<file path="config.mk">
export PLATFORM = sky130hd
export DESIGN_NAME = bfsp_ctrl
export DESIGN_NICKNAME = d
export VERILOG_FILES = /design/src/sv/bfsp_pkg.sv /design/src/sv/bfsp_ctrl.sv
export SDC_FILE = /design/constraint.sdc
export NUM_CORES = 1
export LEC_CHECK = 0
export ABC_AREA = 1
export BUFFER_PORTS_ARGS = -buffer_cell sky130_fd_sc_hd__buf_2
export CORE_AREA = 2 2 87 89
export CTS_CLUSTER_SIZE = 14
export DETAILED_ROUTE_END_ITERATION = 7
export DIE_AREA = 0 0 89 91
export PLACE_DENSITY_LB_ADDON = 0.15
export SYNTH_ARGS = -nofsm -noshare
export SYNTH_HDL_FRONTEND = slang
export SYNTH_SLANG_ARGS = --single-unit
</file>
<file path="constraint.sdc">
create_clock -name clk -period 2.8 [get_ports clk]
set_input_delay 0.56 -clock clk [delete_from_list [all_inputs] [get_ports clk]]
set_output_delay 0.56 -clock clk [all_outputs]
set_load 0.1 [all_outputs]
</file>
<file path="src/sv/bfsp_pkg.sv">
// Shared constants, codes and controller/datapath interface types for the shortest-path block.
`default_nettype none
package bfsp_pkg;

  localparam int MAX_NODES   = 32;
  localparam int MAX_EDGES   = 256;
  localparam int WEIGHT_BITS = 16;
  localparam int NODE_W      = $clog2(MAX_NODES);
  localparam int EADDR_W     = $clog2(MAX_EDGES);
  localparam int ETOT_W      = EADDR_W + 1;
  localparam int CNT_W       = NODE_W + 1;
  localparam int DIST_W      = 33;
  localparam int OUT_DIST_W  = 32;
  localparam int EDGE_W      = 2 * NODE_W + WEIGHT_BITS;

  localparam logic [1:0] CMD_ADD   = 2'd0;
  localparam logic [1:0] CMD_SOLVE = 2'd1;
  localparam logic [1:0] CMD_CLEAR = 2'd2;

  localparam logic [1:0] ST_PATH    = 2'd0;
  localparam logic [1:0] ST_NEGCYC  = 2'd1;
  localparam logic [1:0] ST_UNREACH = 2'd2;

  localparam logic [CNT_W-1:0] NODE_COUNT_RESET = CNT_W'(MAX_NODES);

  typedef enum logic [3:0] {
    S_IDLE,
    S_EDGE,
    S_FETCH,
    S_RELAX,
    S_RESOLVE,
    S_WALK,
    S_WALK_RD,
    S_EMIT_RD,
    S_EMIT
  } state_t;

  typedef struct packed {
    logic               solve_init;
    logic               add_edge;
    logic               clear_edges;
    logic               edge_rd;
    logic [EADDR_W-1:0] edge_addr;
    logic               dist_rd;
    logic               relax_wr;
    logic               resolve;
    logic               walk_wr;
    logic               walk_next;
    logic [NODE_W-1:0]  buf_waddr;
    logic               emit_rd;
    logic [NODE_W-1:0]  buf_raddr;
    logic               emit;
    logic [1:0]         emit_status;
    logic               emit_last;
  } dp_cmd_t;

  typedef struct packed {
    logic [ETOT_W-1:0] edge_total;
    logic [CNT_W-1:0]  n_eff;
    logic              improve;
    logic              dst_unreach;
    logic              pred_none;
  } dp_stat_t;

endpackage
`default_nettype wire

</file>
<file path="src/sv/bfsp_ctrl.sv">
// Controller: sequences relaxation passes, the negative-cycle check, path walk and result beats.
`default_nettype none
module bfsp_ctrl (
  input  wire logic                clk,
  input  wire logic                rst,
  input  wire logic                start,
  input  wire logic [1:0]          command,
  output logic                     busy,
  output bfsp_pkg::dp_cmd_t        cmd,
  input  wire bfsp_pkg::dp_stat_t  stat
);
  import bfsp_pkg::*;

  state_t            state, state_next;
  logic [ETOT_W-1:0] e, e_next;
  logic [CNT_W-1:0]  pass, pass_next;
  logic [CNT_W-1:0]  k, k_next;
  logic [CNT_W-1:0]  cnt, cnt_next;
  logic [CNT_W-1:0]  i, i_next;
  logic [CNT_W-1:0]  ridx;

  assign ridx = cnt - CNT_W'(1) - i;

  always_ff @(posedge clk) begin
    if (rst) begin
      state <= S_IDLE;
      e     <= '0;
      pass  <= '0;
      k     <= '0;
      cnt   <= '0;
      i     <= '0;
    end else begin
      state <= state_next;
      e     <= e_next;
      pass  <= pass_next;
      k     <= k_next;
      cnt   <= cnt_next;
      i     <= i_next;
    end
  end

  always_comb begin
    state_next = state;
    e_next     = e;
    pass_next  = pass;
    k_next     = k;
    cnt_next   = cnt;
    i_next     = i;
    cmd        = '0;
    busy       = (state != S_IDLE);
    cmd.edge_addr = e[EADDR_W-1:0];
    cmd.buf_waddr = k[NODE_W-1:0];
    cmd.buf_raddr = ridx[NODE_W-1:0];
    case (state)
      S_IDLE: begin
        if (start) begin
          case (command)
            CMD_ADD:   cmd.add_edge = 1'b1;
            CMD_CLEAR: cmd.clear_edges = 1'b1;
            CMD_SOLVE: begin
              cmd.solve_init = 1'b1;
              e_next     = '0;
              pass_next  = '0;
              state_next = S_EDGE;
            end
            default: ;
          endcase
        end
      end
      S_EDGE: begin
        if (e == stat.edge_total) begin
          if (pass == stat.n_eff) begin
            state_next = S_RESOLVE;
          end else begin
            pass_next = pass + CNT_W'(1);
            e_next    = '0;
          end
        end else begin
          cmd.edge_rd = 1'b1;
          state_next  = S_FETCH;
        end
      end
      S_FETCH: begin
        cmd.dist_rd = 1'b1;
        state_next  = S_RELAX;
      end
      S_RELAX: begin
        e_next     = e + ETOT_W'(1);
        state_next = S_EDGE;
        if (stat.improve) begin
          if (pass == stat.n_eff) begin
            cmd.emit        = 1'b1;
            cmd.emit_status = ST_NEGCYC;
            cmd.emit_last   = 1'b1;
            state_next      = S_IDLE;
          end else begin
            cmd.relax_wr = 1'b1;
          end
        end
      end
      S_RESOLVE: begin
        if (stat.dst_unreach) begin
          cmd.emit        = 1'b1;
          cmd.emit_status = ST_UNREACH;
          cmd.emit_last   = 1'b1;
          state_next      = S_IDLE;
        end else begin
          cmd.resolve = 1'b1;
          k_next      = '0;
          state_next  = S_WALK;
        end
      end
      S_WALK: begin
        cmd.walk_wr = 1'b1;
        if (stat.pred_none || (k + CNT_W'(1) == stat.n_eff)) begin
          cnt_next   = k + CNT_W'(1);
          i_next     = '0;
          state_next = S_EMIT_RD;
        end else begin
          k_next     = k + CNT_W'(1);
          state_next = S_WALK_RD;
        end
      end
      S_WALK_RD: begin
        cmd.walk_next = 1'b1;
        state_next    = S_WALK;
      end
      S_EMIT_RD: begin
        cmd.emit_rd = 1'b1;
        state_next  = S_EMIT;
      end
      S_EMIT: begin
        cmd.emit        = 1'b1;
        cmd.emit_status = ST_PATH;
        cmd.emit_last   = (i + CNT_W'(1) == cnt);
        if (i + CNT_W'(1) == cnt) begin
          state_next = S_IDLE;
        end else begin
          i_next     = i + CNT_W'(1);
          state_next = S_EMIT_RD;
        end
      end
      default: state_next = S_IDLE;
    endcase
  end

  assert property (@(posedge clk) disable iff (rst)
    (state == S_RELAX) |-> ($past(state) == S_FETCH))
    else $error("relax step without a distance fetch");

  assert property (@(posedge clk) disable iff (rst)
    (state != S_IDLE) |-> (pass <= stat.n_eff))
    else $error("pass count ran past the node count");

  assert property (@(posedge clk) disable iff (rst)
    (state == S_EMIT) |-> (i < cnt))
    else $error("emit index beyond path length");

endmodule
`default_nettype wire

</file>
* Word-level counts from Yosys, hierarchy flattened
Index checks and enable logic that the tools add are counted.
** Word-level totals
- Output and inout bits :: 33
- Logic and storage cells :: 95
- Input bits :: 23
- Flip-flop bits (word level) :: 37
** Cells by class
- $add $sub $neg :: 6
- Reductions and logical operators :: 14
- Equal/unequal tests :: 23
- Mux-type cells :: 46
** Operator list (count)
- $mux W6 :: 8
- $mux W9 :: 4
- $pmux W4 S9 :: 1
- $pmux W6 S2 :: 3
- $mux W4 :: 8
- $pmux W9 S3 :: 1
- $add A6 B1 Y6 const B :: 3
- $eq A6 B6 Y1 :: 3
- $eq A4 B3 Y1 const B :: 4
- $mux W1 :: 16
- $ne A2 B2 Y1 const B :: 7
- $mux W3 :: 4
- $pmux W4 S3 :: 1
- $reduce_and A5 Y1 :: 2
- $add A9 B1 Y9 const B :: 1
- $eq A9 B9 Y1 :: 1
- $reduce_and A3 Y1 :: 3
- $eq A4 B2 Y1 const B :: 2
- $reduce_bool A2 Y1 :: 3
- $sub A5 B1 Y5 const B :: 1
- $sub A5 B5 Y5 :: 1
- $eq A4 B1 Y1 const B :: 1
- $eq A4 B4 Y1 const B :: 1
- $logic_not A4 Y1 :: 1
- 9 further kinds :: 9

* Logic depth before layout (Yosys ltp)
- Word-level depth :: 5
- Mapped depth :: 14
- Gate-level depth less buffers :: 14

* Worst setup path after synthesis
OpenSTA, ideal clock, no wires.
- Kind :: input port to output port
- From :: input port stat[3] in the netlist's numbering
- To :: output port cmd[0] in the netlist's numbering
- Arrival time :: 4.251 ns
- Path buffers :: 0
- Required time :: 2.240 ns
- Path slack :: -2.011 ns
- Cell stages on the path :: 6
- Cells stage by stage :: xor2_1 nor2_1 nand4_1 nor3_1 nor2_1 o21ai_0
** RTL lines
- from (decl) :: RTL line bfsp_ctrl.sv:10 : input wire bfsp_pkg::dp_stat_t stat
- to (decl) :: RTL line bfsp_ctrl.sv:9 : output bfsp_pkg::dp_cmd_t cmd,

==> reports/qor.yml <==
power:
  intPower_mw: 0.8929
  clkPwrFrac_pct: 38.5
  power_switching_share_pct: 31.12
  p_leak_nw: 1.526
  power.switching_mw: 0.4035
  seqPwrFrac_pct: 41.5
  power_mw: 1.296
  p_comb_share_pct: 19.9
  power.density_mw_per_mm2: 383.5
  ir_drop_mv: 0.2472
detailed_routing:
  viasPerCell: 4.736
  drt-pass1-iter-count: 4
  vias: 2884
  drc: 0
  antenna_left: 0
  wl_mm: 7.070
  drtIter0Drc: 187
  wl_per_cell_um: 11.61
global_route:
  antenna_found_initial: 0
  grt_pass1_wl_mm: 12.08
  grt-ovfl-total: 0
  grt_max_degree: 27
  grtUsageTotal_pct: 18.51
  grt_pass1_vias: 2554
run_status:
  outcome: "finished clean"
worst_setup_path:
  cp.arrival_ns: 2.02
  crit_type: "reg2out"
  crit_path_max_fanout: 6
  cp.required_ns: 2.24
  endpoint_kind: "primary output"
  start_kind: "register"
placed_design:
  gp_congestion: 0.8941
  port_buffers: 55
  hpwlAfterDp_mm: 5.608
  dpl.cell_count: 601
  place_area_mm2: 0.003256
clock_network:
  root_buffer: "clkbuf_8"
  hold_buffers: 0
  h-tree-depth: 2
  cts_made_buffers: 5
  clk_latency_ns: 0.30
  cts_tree: "yes"
  clock_path_buffers: 2
  clkTransAtPathRegs_ns: 0.08
  cts_sinks: 37
finish:
  final_common_cell: "nand2_1"
  syn_to_final_growth_pct: 20.30
  final_layout_size_suffix_gt1_share_pct: 20.78
  final_cells: 609
  final_cell_mix: "105 x nand2_1, 69 x inv_1, 55 x nand3_1"
  fillerInstances: 804
  insertedDiodeCount: 0
  final_nets: 541
  stdcell_area_mm2: 0.003381
  final_core_util_pct: 47.37
synth:
  syn-cell-area_mm2: 0.002810
  seq_area_frac_synth_pct: 26.36
  synth_cells: 463
  synth_area_per_cell_um2: 6.070
  yosys_warnings: 0
  yosysUniqueCellTypes: 28
  yosysTopAreaCell: "dfxtp_1"
  synth_area_leaders: "dfxtp_1 26%, nand2_1 14%, nand3_1 9.8%, inv_1 9.5%, nor2_1 7.6%"
  ys_ff_latch: 37
  syn-num-nets: 495
  synth_top_cell_area_share_pct: 26.36
sta:
  rsz0062_at_grt: "no"
  relSlewSlack_pct: 66.95
  drv_slew: 0
  period_minus_slack_ns: 2.583
  fin_crit_sh_pct: 92.26
  worst_pin_slew_ns: 0.4993
  skew_ns: 0.006025
  finalHoldViolations: 0
  max_freq_ghz: 0.3871
  setup_viol: 0
floorplan:
  num_rows: 31
  die_w_um: 89
  dieArea_mm2: 0.008099
  core_area_mm2: 0.007137
  initial_utilization_pct: 39.38
  die_height_um: 91
  io_pins: 56
job:
  cap_violations: 0
worst_hold_path:
  worstHoldPathType: "reg2reg"
[worst max-delay path, cell delays in order (launching register included)]
cell,delay (ns)
dfxtp_1,0.44
inv_1,0.08
nand2_1,0.06
nand2_1,0.05
nor2_1,0.15
nand4_1,0.22
nor3_4,0.33
nor2_2,0.11
o21ai_2,0.10
buf_12,0.20
[routing by layer]
metal / global-route usage, % / vias to the layer above / share of wire (%)
li1: - / 1547 / -
met3: 3.364 / 5 / 6.4
met1: 26.04 / 1262 / 47
met2: 28.79 / 70 / 46
met4: 5.100 / 0 / 0.91
met5: 0 / - / 0
[power groups by stage]
stage	combinational (mW)	clock (mW)	sequential, mW
floorplan	0.191	0	0.549
global placement	0.257	0	0.551
detailed placement	0.259	0	0.551
CTS	0.260	0.514	0.538
global route	0.282	0.530	0.539
finish	0.258	0.499	0.539
[per-stage QoR]
stage | TNS, ns | setup WS [ns] | hold slack, ns
6_report | 0 | 0.2168 | 0.4750
5_1_grt | 0 | 0.01851 | 0.5115
4_1_cts | 0 | 0.1168 | 0.4791
2_1_floorplan | -0.3969 | -0.2741 | 0.4449
3_3_place_gp | 0 | 0.2802 | 0.4622
3_5_place_dp | 0 | 0.2601 | 0.4667
[final timing paths]
path	start	endpoint	slack (ns)	depth (start not counted)
min	cnt[4]$_SDFFE_PP0P_	cnt[4]$_SDFFE_PP0P_	0.48	2
min reg2reg	cnt[4]$_SDFFE_PP0P_	cnt[4]$_SDFFE_PP0P_	0.48	2
max reg2reg	k[0]$_SDFFE_PP0P_	i[0]$_SDFFE_PP0P_	0.77	13
max	pass[2]$_SDFFE_PP0P_	cmd[0]	0.22	9
[timing repair]
action                                  4_1_cts  5_1_grt
endpoints found under the setup margin        1        2
cloned                                        0        0
gates resized for setup                       1        2
buffers inserted                              0        0
[cell type report]
type                    instances  area (um^2)  share of cell area [%]
multi-input cells             333         1743                   51.55
flip-flops and latches         37        743.2                   21.98
repair buffers                 59        367.9                   10.88
inverters                      73        282.8                   8.364
well taps                      99        123.9                   3.664
clock buffers                   6        82.58                   2.443
clock inverters                 2        37.54                   1.110
[Yosys cell counts, drive strengths merged]
master,n
nand3b,1
or2,5
buf,15
nand4,6
clkbuf,5
xor2,10
inv,72
nor3,6
nand2,112
a21oi,34
clkinv,1
ha,8
dfxtp,37
nor2,63
nand3,58
fa,1
nor4,1
xnor2,5
o21ai,23
[cell families (layout without fill, tap and decap cells)]
| logic type | count (synthesis) | in the layout | share of synthesized area, % |
|---|---|---|---|
| simple gates | 252 | 252 | 39.67 |
| buf+inv | 93 | 140 | 14.74 |
| compound gates | 57 | 57 | 10.28 |
| flops | 37 | 37 | 26.36 |
| xor+xnor | 15 | 15 | 4.675 |
| fa+ha+maj | 9 | 9 | 4.274 |
[flip-flops by register name, indices dropped and copies added, names as in the netlist]
name / cells
cnt: 6
e: 9
i: 6
k: 6
pass: 6
state: 4
Note: power is estimated with default switching activity, not from simulation.
